$ cat src/design/qasr_pkg.sv
// ----------------------------------------------------------------------------
// qasr_pkg: shared types and constants
// Item and result formats, register map and sizes used by the quote-aware
// substring replacement block.
// ----------------------------------------------------------------------------
package qasr_pkg;

  // default sizes of the lookahead window and of the replacement text
  localparam int DEF_MAX_PATTERN     = 16;
  localparam int DEF_MAX_REPLACEMENT = 16;

  // results one input item may produce; the rest are dropped
  localparam int OUT_LIMIT = 32;
  localparam int OCW       = $clog2(OUT_LIMIT + 1);

  // queue depths
  localparam int MID_DEPTH = 4;
  localparam int OUT_DEPTH = 4;

  // configuration port
  localparam int PAW = 6;
  localparam int PDW = 64;

  // quote characters
  localparam logic [7:0] SINGLE_QUOTE = 8'h27;
  localparam logic [7:0] DOUBLE_QUOTE = 8'h22;

  // register map, index of each register
  typedef enum logic [2:0] {
    REG_PATTERN_LENGTH     = 3'd0,
    REG_REPLACEMENT_LENGTH = 3'd1,
    REG_PATTERN_LOW        = 3'd2,
    REG_PATTERN_HIGH       = 3'd3,
    REG_REPLACEMENT_LOW    = 3'd4,
    REG_REPLACEMENT_HIGH   = 3'd5
  } reg_idx_t;

  // configuration as seen by the back end
  typedef struct packed {
    logic [4:0]  plen;
    logic [4:0]  rlen;
    logic [63:0] pat_lo;
    logic [63:0] pat_hi;
    logic [63:0] rep_lo;
    logic [63:0] rep_hi;
  } cfg_t;

  // one classified text byte
  typedef struct packed {
    logic       sq;
    logic       dq;
    logic [7:0] data;
  } ent_t;

  // one request between front and back end
  typedef struct packed {
    logic last;
    ent_t ent;
  } item_t;

  // one result byte
  typedef struct packed {
    logic       last;
    logic [7:0] data;
  } res_t;

  // back end status
  typedef struct packed {
    logic busy;
    logic repl;
  } bk_stat_t;

endpackage

$ cat src/design/qasr_fifo.sv
// ----------------------------------------------------------------------------
// qasr_fifo: small synchronous queue
// Register-based first-in first-out queue with full and empty flags.
// ----------------------------------------------------------------------------
module qasr_fifo #(
  parameter int W     = 8,
  parameter int DEPTH = 4
) (
  input  logic         clk,
  input  logic         rst_n,
  input  logic         wr_en,
  input  logic [W-1:0] wr_data,
  output logic         full,
  input  logic         rd_en,
  output logic [W-1:0] rd_data,
  output logic         empty
);

  localparam int AW = (DEPTH > 1) ? $clog2(DEPTH) : 1;

  logic [W-1:0] mem_r [DEPTH];
  logic [AW-1:0] wptr_r, rptr_r;
  logic [AW:0]   cnt_r;
  logic          wr_ok, rd_ok;

  assign full    = (cnt_r == (AW+1)'(DEPTH));
  assign empty   = (cnt_r == '0);
  assign wr_ok   = wr_en && !full;
  assign rd_ok   = rd_en && !empty;
  assign rd_data = mem_r[rptr_r];

  // store the incoming request
  always_ff @(posedge clk) begin
    if (wr_ok) begin
      mem_r[wptr_r] <= wr_data;
    end
  end

  // advance pointers and fill count
  always_ff @(posedge clk) begin
    if (!rst_n) begin
      wptr_r <= '0;
      rptr_r <= '0;
      cnt_r  <= '0;
    end else begin
      if (wr_ok) begin
        wptr_r <= (wptr_r == AW'(DEPTH - 1)) ? '0 : wptr_r + AW'(1);
      end
      if (rd_ok) begin
        rptr_r <= (rptr_r == AW'(DEPTH - 1)) ? '0 : rptr_r + AW'(1);
      end
      if (wr_ok && !rd_ok) begin
        cnt_r <= cnt_r + (AW+1)'(1);
      end else if (rd_ok && !wr_ok) begin
        cnt_r <= cnt_r - (AW+1)'(1);
      end
    end
  end

endmodule

$ cat src/design/qasr_front.sv
// ----------------------------------------------------------------------------
// qasr_front: input side
// Accepts text bytes, marks quote characters and queues them for the back end.
// ----------------------------------------------------------------------------
module qasr_front import qasr_pkg::*; (
  input  logic       clk,
  input  logic       rst_n,
  input  logic       push,
  output logic       full,
  input  logic [7:0] in_byte,
  input  logic       in_last,
  input  logic       mid_pop,
  output item_t      mid_item,
  output logic       mid_empty
);

  item_t                    cls;
  logic [$bits(item_t)-1:0] rd_vec;

  // classify the byte
  always_comb begin
    cls.last     = in_last;
    cls.ent.sq   = (in_byte == SINGLE_QUOTE);
    cls.ent.dq   = (in_byte == DOUBLE_QUOTE);
    cls.ent.data = in_byte;
  end

  qasr_fifo #(
    .W     ($bits(item_t)),
    .DEPTH (MID_DEPTH)
  ) u_midq (
    .clk     (clk),
    .rst_n   (rst_n),
    .wr_en   (push),
    .wr_data (cls),
    .full    (full),
    .rd_en   (mid_pop),
    .rd_data (rd_vec),
    .empty   (mid_empty)
  );

  assign mid_item = item_t'(rd_vec);

endmodule

$ cat src/design/qasr_cfg.sv
// ----------------------------------------------------------------------------
// qasr_cfg: configuration registers
// APB-style register file holding pattern and replacement settings.
// ----------------------------------------------------------------------------
module qasr_cfg import qasr_pkg::*; (
  input  logic           clk,
  input  logic           rst_n,
  input  logic           psel,
  input  logic           penable,
  input  logic           pwrite,
  input  logic [PAW-1:0] paddr,
  input  logic [PDW-1:0] pwdata,
  output logic [PDW-1:0] prdata,
  output logic           pready,
  output cfg_t           cfg
);

  cfg_t     cfg_r;
  reg_idx_t idx;
  logic     wr;

  assign pready = 1'b1;
  assign wr     = psel && penable && pwrite && pready;
  assign idx    = reg_idx_t'(paddr[PAW-1:3]);
  assign cfg    = cfg_r;

  // write a register
  always_ff @(posedge clk) begin
    if (!rst_n) begin
      cfg_r <= '0;
    end else if (wr) begin
      case (idx)
        REG_PATTERN_LENGTH:     cfg_r.plen   <= pwdata[4:0];
        REG_REPLACEMENT_LENGTH: cfg_r.rlen   <= pwdata[4:0];
        REG_PATTERN_LOW:        cfg_r.pat_lo <= pwdata;
        REG_PATTERN_HIGH:       cfg_r.pat_hi <= pwdata;
        REG_REPLACEMENT_LOW:    cfg_r.rep_lo <= pwdata;
        REG_REPLACEMENT_HIGH:   cfg_r.rep_hi <= pwdata;
        default: ;
      endcase
    end
  end

  // read back
  always_comb begin
    case (idx)
      REG_PATTERN_LENGTH:     prdata = {59'd0, cfg_r.plen};
      REG_REPLACEMENT_LENGTH: prdata = {59'd0, cfg_r.rlen};
      REG_PATTERN_LOW:        prdata = cfg_r.pat_lo;
      REG_PATTERN_HIGH:       prdata = cfg_r.pat_hi;
      REG_REPLACEMENT_LOW:    prdata = cfg_r.rep_lo;
      REG_REPLACEMENT_HIGH:   prdata = cfg_r.rep_hi;
      default:                prdata = '0;
    endcase
  end

endmodule

$ cat src/design/qasr_back.sv
// ----------------------------------------------------------------------------
// qasr_back: matching engine
// Holds the lookahead window and quote state, decides one byte or one match per
// cycle if the output has room, emits rewritten text via a one-entry hold stage.
// ----------------------------------------------------------------------------
module qasr_back import qasr_pkg::*; #(
  parameter int MAX_PATTERN     = DEF_MAX_PATTERN,
  parameter int MAX_REPLACEMENT = DEF_MAX_REPLACEMENT
) (
  input  logic     clk,
  input  logic     rst_n,
  input  cfg_t     cfg,
  input  item_t    mid_item,
  input  logic     mid_empty,
  output logic     mid_pop,
  input  logic     out_full,
  output logic     out_push,
  output res_t     out_res,
  output bk_stat_t stat
);

  localparam int CW = $clog2(MAX_PATTERN + 1);
  localparam int IW = (MAX_PATTERN > 1) ? $clog2(MAX_PATTERN) : 1;
  localparam int SW = IW + 1;
  localparam int RW = $clog2(MAX_REPLACEMENT + 1);

  typedef enum logic [2:0] {
    ST_IDLE = 3'b001,
    ST_SCAN = 3'b010,
    ST_REPL = 3'b100
  } state_t;

  function automatic logic [7:0] byte_at(input logic [63:0] lo, input logic [63:0] hi,
                                         input logic [6:0] k);
    logic [7:0] b;
    b = 8'h00;
    if (k < 7'd8) begin
      b = lo[{k[2:0], 3'b000} +: 8];
    end else if (k < 7'd16) begin
      b = hi[{k[2:0], 3'b000} +: 8];
    end
    return b;
  endfunction

  state_t          state_r, state_nxt;
  ent_t            win_r [MAX_PATTERN];
  ent_t            win_e [MAX_PATTERN];
  ent_t            win_nxt [MAX_PATTERN];
  logic [CW-1:0]   cnt_r, cnt_e, cnt_nxt;
  logic            sq_r, dq_r, sq_nxt, dq_nxt;
  logic            last_r, last_e;
  logic [RW-1:0]   ridx_r, ridx_nxt;
  logic [OCW-1:0]  ocnt_r, ocnt_e;
  logic            pend_v_r, pend_flush_r, pend_last_r;
  logic [7:0]      pend_data_r;

  logic [6:0]      plen7, rlen7;
  logic [CW-1:0]   plen, drop_n;
  logic [RW-1:0]   rlen;
  logic [7:0]      pat_b [MAX_PATTERN];
  logic            hit, adv, take, act;
  logic            emit_req, emit_ok, drop, repl_nxt, stop, end_step;
  logic [7:0]      emit_data;
  logic [SW-1:0]   src;
  ent_t            head, head_n;

  // clip the lengths to the configured limits
  always_comb begin
    plen7 = {2'b00, cfg.plen};
    if (plen7 > 7'(MAX_PATTERN)) begin
      plen7 = 7'(MAX_PATTERN);
    end
    rlen7 = {2'b00, cfg.rlen};
    if (rlen7 > 7'(MAX_REPLACEMENT)) begin
      rlen7 = 7'(MAX_REPLACEMENT);
    end
  end

  assign plen = plen7[CW-1:0];
  assign rlen = rlen7[RW-1:0];

  // pattern bytes by position
  always_comb begin
    for (int k = 0; k < MAX_PATTERN; k++) begin
      pat_b[k] = byte_at(cfg.pat_lo, cfg.pat_hi, 7'(k));
    end
  end

  assign adv  = !out_full;
  assign take = adv && (state_r == ST_IDLE) && !mid_empty;
  assign act  = adv && (take || (state_r != ST_IDLE));

  // append the new byte to the window
  always_comb begin
    win_e  = win_r;
    cnt_e  = cnt_r;
    last_e = last_r;
    ocnt_e = ocnt_r;
    if (take) begin
      last_e = mid_item.last;
      ocnt_e = '0;
      if (cnt_r < CW'(MAX_PATTERN)) begin
        win_e[cnt_r[IW-1:0]] = mid_item.ent;
        cnt_e = cnt_r + CW'(1);
      end
    end
  end

  // compare the window against the pattern
  always_comb begin
    hit = 1'b1;
    for (int k = 0; k < MAX_PATTERN; k++) begin
      if ((CW'(k) < plen) && (win_e[k].data != pat_b[k])) begin
        hit = 1'b0;
      end
    end
  end

  assign head = win_e[0];

  // decide the byte at the front of the window
  always_comb begin
    emit_req  = 1'b0;
    emit_data = head.data;
    drop      = 1'b0;
    drop_n    = CW'(1);
    sq_nxt    = sq_r;
    dq_nxt    = dq_r;
    repl_nxt  = 1'b0;
    ridx_nxt  = ridx_r;
    if (act) begin
      if (state_r == ST_REPL) begin
        emit_req  = 1'b1;
        emit_data = byte_at(cfg.rep_lo, cfg.rep_hi, 7'(ridx_r));
        if (ridx_r == rlen - RW'(1)) begin
          drop   = 1'b1;
          drop_n = plen;
        end else begin
          repl_nxt = 1'b1;
          ridx_nxt = ridx_r + RW'(1);
        end
      end else if (cnt_e != '0) begin
        if (head.sq && !dq_r) begin
          sq_nxt   = !sq_r;
          emit_req = 1'b1;
          drop     = 1'b1;
        end else if (head.dq && !sq_r) begin
          dq_nxt   = !dq_r;
          emit_req = 1'b1;
          drop     = 1'b1;
        end else if ((plen == '0) || sq_r || dq_r) begin
          emit_req = 1'b1;
          drop     = 1'b1;
        end else if (cnt_e < plen) begin
          // flush only at the end of the text
          if (last_e) begin
            emit_req = 1'b1;
            drop     = 1'b1;
          end
        end else if (hit) begin
          if (rlen == '0) begin
            drop   = 1'b1;
            drop_n = plen;
          end else begin
            emit_req  = 1'b1;
            emit_data = byte_at(cfg.rep_lo, cfg.rep_hi, 7'd0);
            if (rlen == RW'(1)) begin
              drop   = 1'b1;
              drop_n = plen;
            end else begin
              repl_nxt = 1'b1;
              ridx_nxt = RW'(1);
            end
          end
        end else begin
          emit_req = 1'b1;
          drop     = 1'b1;
        end
      end
    end
  end

  // shift the decided bytes out of the window
  always_comb begin
    win_nxt = win_e;
    cnt_nxt = cnt_e;
    src     = '0;
    if (drop) begin
      cnt_nxt = cnt_e - drop_n;
      for (int i = 0; i < MAX_PATTERN; i++) begin
        src = SW'(i) + SW'(drop_n);
        if (src < SW'(MAX_PATTERN)) begin
          win_nxt[i] = win_e[src[IW-1:0]];
        end
      end
    end
  end

  assign head_n = win_nxt[0];

  // stop when the window is empty or its front cannot be decided yet
  always_comb begin
    stop = !repl_nxt &&
           ((cnt_nxt == '0) ||
            (!last_e && (plen != '0) && (cnt_nxt < plen) && !sq_nxt && !dq_nxt &&
             !head_n.sq && !head_n.dq));
  end

  assign end_step = act && stop;
  assign emit_ok  = emit_req && (ocnt_e < OCW'(OUT_LIMIT));

  always_comb begin
    state_nxt = state_r;
    if (act) begin
      if (repl_nxt) begin
        state_nxt = ST_REPL;
      end else if (stop) begin
        state_nxt = ST_IDLE;
      end else begin
        state_nxt = ST_SCAN;
      end
    end
  end

  // release the held result on the next emit or at the end of a step
  assign out_push     = adv && pend_v_r && (emit_ok || pend_flush_r);
  assign out_res.last = pend_flush_r ? pend_last_r : 1'b0;
  assign out_res.data = pend_data_r;

  assign mid_pop   = take;
  assign stat.busy = (state_r != ST_IDLE);
  assign stat.repl = (state_r == ST_REPL);

  // control state
  always_ff @(posedge clk) begin
    if (!rst_n) begin
      state_r      <= ST_IDLE;
      cnt_r        <= '0;
      sq_r         <= 1'b0;
      dq_r         <= 1'b0;
      last_r       <= 1'b0;
      ocnt_r       <= '0;
      pend_v_r     <= 1'b0;
      pend_flush_r <= 1'b0;
      pend_last_r  <= 1'b0;
    end else begin
      state_r <= state_nxt;
      if (act) begin
        last_r <= last_e;
        ocnt_r <= ocnt_e + OCW'(emit_ok);
        if (end_step && last_e) begin
          cnt_r <= '0;
          sq_r  <= 1'b0;
          dq_r  <= 1'b0;
        end else begin
          cnt_r <= cnt_nxt;
          sq_r  <= sq_nxt;
          dq_r  <= dq_nxt;
        end
      end
      if (emit_ok) begin
        pend_v_r     <= 1'b1;
        pend_flush_r <= end_step;
        pend_last_r  <= last_e;
      end else if (out_push) begin
        pend_v_r     <= 1'b0;
        pend_flush_r <= 1'b0;
      end else if (end_step) begin
        pend_flush_r <= 1'b1;
        pend_last_r  <= last_e;
      end
    end
  end

  // window and payload
  always_ff @(posedge clk) begin
    if (act) begin
      win_r  <= win_nxt;
      ridx_r <= ridx_nxt;
    end
    if (emit_ok) begin
      pend_data_r <= emit_data;
    end
  end

endmodule

$ cat src/design/quote_aware_substring_replace.sv
// Path: a result passes the request queue, the back end and its hold register, then the
// result queue; a byte that may start the pattern waits until pattern_length bytes are in
// the window or the text ends.
// Throughput: one byte per cycle while the result queue has room and the back end is idle;
// a match holds the back end until every replacement byte has been emitted.
// Reset: synchronous, active low; clears quote state, window count, queues and
// registers at once. No clearing pass.
// ----------------------------------------------------------------------------
// quote_aware_substring_replace: top level
// Rewrites a byte stream, replacing a configured pattern outside quotes.
// ----------------------------------------------------------------------------
module quote_aware_substring_replace import qasr_pkg::*; #(
  parameter int MAX_PATTERN     = DEF_MAX_PATTERN,
  parameter int MAX_REPLACEMENT = DEF_MAX_REPLACEMENT
) (
  input  logic           clk,
  input  logic           rst_n,
  input  logic           push,
  output logic           full,
  input  logic [7:0]     in_byte,
  input  logic           in_last,
  output logic           empty,
  input  logic           pop,
  output logic [7:0]     out_byte,
  output logic           out_last,
  input  logic           psel,
  input  logic           penable,
  input  logic           pwrite,
  input  logic [PAW-1:0] paddr,
  input  logic [PDW-1:0] pwdata,
  output logic [PDW-1:0] prdata,
  output logic           pready
);

  cfg_t                    cfg;
  item_t                   mid_item;
  logic                    mid_empty, mid_pop;
  logic                    out_full, out_push;
  res_t                    out_res;
  logic [$bits(res_t)-1:0] out_vec;
  res_t                    head_res;
  bk_stat_t                bk_stat;

  qasr_cfg u_cfg (
    .clk     (clk),
    .rst_n   (rst_n),
    .psel    (psel),
    .penable (penable),
    .pwrite  (pwrite),
    .paddr   (paddr),
    .pwdata  (pwdata),
    .prdata  (prdata),
    .pready  (pready),
    .cfg     (cfg)
  );

  qasr_front u_front (
    .clk       (clk),
    .rst_n     (rst_n),
    .push      (push),
    .full      (full),
    .in_byte   (in_byte),
    .in_last   (in_last),
    .mid_pop   (mid_pop),
    .mid_item  (mid_item),
    .mid_empty (mid_empty)
  );

  qasr_back #(
    .MAX_PATTERN     (MAX_PATTERN),
    .MAX_REPLACEMENT (MAX_REPLACEMENT)
  ) u_back (
    .clk       (clk),
    .rst_n     (rst_n),
    .cfg       (cfg),
    .mid_item  (mid_item),
    .mid_empty (mid_empty),
    .mid_pop   (mid_pop),
    .out_full  (out_full),
    .out_push  (out_push),
    .out_res   (out_res),
    .stat      (bk_stat)
  );

  // hold results until taken
  qasr_fifo #(
    .W     ($bits(res_t)),
    .DEPTH (OUT_DEPTH)
  ) u_outq (
    .clk     (clk),
    .rst_n   (rst_n),
    .wr_en   (out_push),
    .wr_data (out_res),
    .full    (out_full),
    .rd_en   (pop),
    .rd_data (out_vec),
    .empty   (empty)
  );

  assign head_res = res_t'(out_vec);
  assign out_byte = head_res.data;
  assign out_last = head_res.last;

`ifndef SYNTHESIS
  a_repl_no_take: assert property (@(posedge clk) disable iff (!rst_n)
    bk_stat.repl |-> !mid_pop)
    else $error("back end took a request while emitting a replacement");

  a_pop_nonempty: assert property (@(posedge clk) disable iff (!rst_n)
    mid_pop |-> !mid_empty)
    else $error("back end popped an empty request queue");

  a_push_room: assert property (@(posedge clk) disable iff (!rst_n)
    out_push |-> !out_full)
    else $error("result pushed into a full result queue");
`endif

endmodule
$ cat config.mk
export PLATFORM = sky130hd
export DESIGN_NAME = quote_aware_substring_replace
export DESIGN_NICKNAME = d
export VERILOG_FILES = /design/src/design/qasr_pkg.sv /design/src/design/qasr_fifo.sv /design/src/design/qasr_front.sv /design/src/design/qasr_cfg.sv /design/src/design/qasr_back.sv /design/src/design/quote_aware_substring_replace.sv
export SDC_FILE = /design/constraint.sdc
export NUM_CORES = 2
export LEC_CHECK = 0
export BUFFER_PORTS_ARGS = -buffer_cell sky130_fd_sc_hd__buf_4
export CAP_MARGIN = 5
export CORE_ASPECT_RATIO = 0.9
export CORE_MARGIN = 2
export CORE_UTILIZATION = 65
export DETAILED_ROUTE_END_ITERATION = 6
export PLACE_DENSITY_LB_ADDON = 0.2
export SLEW_MARGIN = 20
export SYNTH_ARGS = -nofsm -noshare
export SYNTH_HDL_FRONTEND = slang
export SYNTH_SLANG_ARGS = --single-unit
$ cat constraint.sdc
create_clock -name clk -period 12 [get_ports clk]
set_input_delay 1.2 -clock clk [delete_from_list [all_inputs] [get_ports clk]]
set_output_delay 1.2 -clock clk [all_outputs]
set_load 0.02 [all_outputs]
==> qor.txt <==
Routed WL per cell - 28.4 µm
DRT iter0 DRCs - 4784
startpoint class of the critical path - flop
critical path data arrival time - 9.18 ns
largest net degree at the start of global routing - 111
Die Area - 57400 µm²
root buffer cell - clkbuf_16
met3 wire len - 17200 µm
Worst Setup EP - u_back.pend_last_r
CP cell instances - mux4_2 -> mux2i_1 -> xnor2_1 -> nor4_1 -> a211oi_1 -> nor4_1 -> nand4_1 -> o21ai_2 -> nand3_2 -> ha_1 -> a21o_1 -> a21oi_1 -> xor2_1 -> nor2_1 -> xnor2_1 -> ha_1 -> a2111oi_0 -> o21ai_0 -> nor2_1 -> a41oi_2 -> o31ai_2 -> mux2i_1
Slowest cell on crit path - mux2i_1
worst hold-check path type - reg -> reg
hold-critical path depth - 2
Cells after Synth - 3747
area of the multi-input gates - 21200 µm²
post-synthesis sequential area ratio - 0.379
Total Wirelength - 128000 µm
Worst path top cell family by delay - simple AND/OR/NAND/NOR gates
Slew Limit Fails - 0
Crit path required time - 12.59 ns
Post-DRT Antenna Nets - 0
grt total ovfl - 0
leakage - 15.3 nW
Crit Path Class - reg -> reg
post-synthesis adder-cell area fraction - 0.0173
HP Start - u_back.pend_last_r
post-CTS sizing - 0
Total GRT Usage - 0.438
Reg clk slew, reported paths - 0.06 ns
ys async rst share - 0
Initial DRT Pass Iterations - 7
Hold-fix buffers, CTS - 0
Fmax - 116 MHz
CTS tree - done
post-synth cell types - 86
# port buffers - 157
DR top layer - met5
DP Wirelength - 89700 µm
Synth Net Count - 3881
worst vdd ir - 0.245 mV
Final Hold Fails - 0
synthesis-to-finish area growth - 10.3%
storage element area - 13700 µm²
Die Ht - 227 µm
mux contribution to synthesized area - 0.270
cell type with the largest total area after synthesis - edfxtp_1
largest family of logic cells by synthesized area - multiplexers
clk_lat worst skew - 0.66 ns
failing checks - DRC
first-pass GRT wire length - 187000 µm
Nets - 3891
crit end category - flop
Max Clock Skew - 0.0225 ns
PD cells - 255 nW/µm²
reg2reg setup slack - 3.41 ns
Synth Area in Simple Gates - 0.142
row count - 81
met1 WL - 47400 µm
via count - 31400
Max stage delay on crit path - 0.90 ns
clock sinks - 557
worst hold slack - 0.469 ns
Clock Path Buffers - 3
layout cells sized above 1 - 0.163
Worst Path Buf+Inv - 0
I/O pin cnt - 162
Worst-Margin Slew - 1.18 ns
number of global-route vias before repair - 29700
initial antenna violation count - 1
synthesized cell area - 36100 µm²
Max transition margin - 0.189
# DRC - 1
Max-cap violations - 0
setup_tns - 0 ns
RSZ-0062 raised after global routing - no
Yosys reg bits - 557
largest cells by area after synthesis - edfxtp_1, mux2i_1, dfxtp_1, nand2_1, mux4_2
Yosys warnings - 0
core region area - 54600 µm²
post-synth top area share - 0.211
Die Wd - 252 µm
Post-Syn Area per Cell - 9.63 µm²
htree depth - 2
number of flops mapped to enable cells by yosys - 253
Fillers - 3967
Num CTS Buffers - 59
CP Max Fanout - 26
minimum clock period - 8.59 ns
Setup Buffers After CTS - 0
outcome - finished with violations
Starting Density - 0.660
Compound-Gate Fraction of Synth Area - 0.111
final setup vio count - 0
Crit Reg-Reg Endpoint - u_back.pend_last_r
n_diodes - 0
most frequently used flop master after synthesis - dfxtp_1
met2 WL - 54800 µm
R2R depth - 22
Worst path depth - 22
Vias/cell - 6.95
Placer Congestion - 1.04
period utilization - 0.716
Synth Area in XOR/XNOR - 0.0409
[worst min path at each step]
stage | endpoint | slack (ns)
5_1_grt | u_cfg.cfg[11] | 0.49
4_1_cts | u_back.ocnt_r[0] | 0.46
2_1_floorplan | u_back.pend_last_r | 0.43
6_report | u_back.pend_last_r | 0.47
3_5_place_dp | u_back.ocnt_r[0] | 0.46
3_3_place_gp | u_back.ocnt_r[0] | 0.44
[per-layer routing]
metal | track usage | vias up
met5 | 0 | -
met3 | 0.119 | 498
li1 | - | 13600
met1 | 0.574 | 15000
met2 | 0.657 | 2359
met4 | 0.255 | 2
[tightest hold or removal path: stages (launching register included)]
cell and delay (ns):
dfxtp_1 0.31, nand2_1 0.05, mux2i_1 0.05
[registers in the layout, indices dropped and copies added (netlist names), 5 cells and up, named ones only]
name / cells
u_back.cnt_r: 5
u_back.ocnt_r: 6
u_back.pend_data_r: 8
u_back.ridx_r: 5
u_back.win_r: 160
u_cfg.cfg: 266
u_front.u_midq.mem_r: 44
u_outq.mem_r: 36
[layout make-up]
cell class | count | share of cell area
multi-input cells | 2875 | 0.531
flip-flops and latches | 557 | 0.344
repair buffers | 233 | 0.0445
clock buffers | 71 | 0.0405
well taps | 705 | 0.0222
clock inverters | 41 | 0.0143
inverters | 31 | 0.00324
[synthesized netlist by cell type (4+ instances only)]
library cell  instances
a211oi_1             42
a21o_1                6
a21oi_1             361
a22oi_1             133
and2_1               18
and3_1               15
buf_1                24
buf_2                48
buf_4                17
buf_6                15
clkbuf_1            178
dfxtp_1             304
edfxtp_1            253
ha_1                 45
inv_1                28
mux2_2               78
mux2i_1             632
mux2i_2              35
mux2i_4               4
mux4_2               86
nand2_1             668
nand2b_1              8
nand3_1              27
nand4_1              20
nand4b_1              4
nor2_1              265
nor2_2               10
nor2b_1              25
nor3_1               17
nor4_1               35
nor4_2                5
nor4bb_1              6
o21a_1                6
o21ai_0              40
o21ai_1               4
o22ai_1              21
o32a_1               11
or2_2                 4
or3_1                12
xnor2_1             129
xor2_1               34
[where the power goes]
group,total [W],switching [W],internal (W)
Sequential,0.00291,0.000190,0.00271
Combinational,0.00520,0.00339,0.00181
Clock,0.00205,0.000827,0.00122
Total,0.0102,0.00441,0.00574
[through the flow]
step / utilization / std cells / cell area, µm² / setup WS (ns) / total power [W]
after floorplan: - / 3747 / 36100 / 5.43 / 0.00632
after global placement: 0.688 / 4400 / 37600 / 3.84 / 0.00771
after detailed placement: 0.688 / 4400 / 37600 / 3.77 / 0.00788
after CTS: 0.728 / 4512 / 39700 / 3.74 / 0.00991
after global routing: 0.728 / 4513 / 39800 / 3.12 / 0.0105
final: 0.728 / 4513 / 39800 / 3.41 / 0.0102
[cell usage in the layout (no fill, tap or decap), types with 29 or more instances in the layout]
cell,instances
nand2_1,664
mux2i_1,632
a21oi_1,361
dfxtp_1,304
nor2_1,259
edfxtp_1,253
buf_4,232
a22oi_1,133
xnor2_1,126
mux4_2,86
mux2_2,78
clkbuf_16,60
ha_1,43
a211oi_1,40
o21ai_0,37
mux2i_2,35
xor2_1,32
nor4_1,29
[cell families (layout without fill, tap and decap cells)]
kind of cell,count (synthesis),count (layout)
AOI/OAI and AO/OA,656,656
adders and majority gates,48,48
DFF,557,557
muxes,836,836
and+or+nand+nor,1168,1168
xor gates and xnor gates,166,166
other,1,1
buffers and inverters,315,376
(Power assumes the default switching activity.)
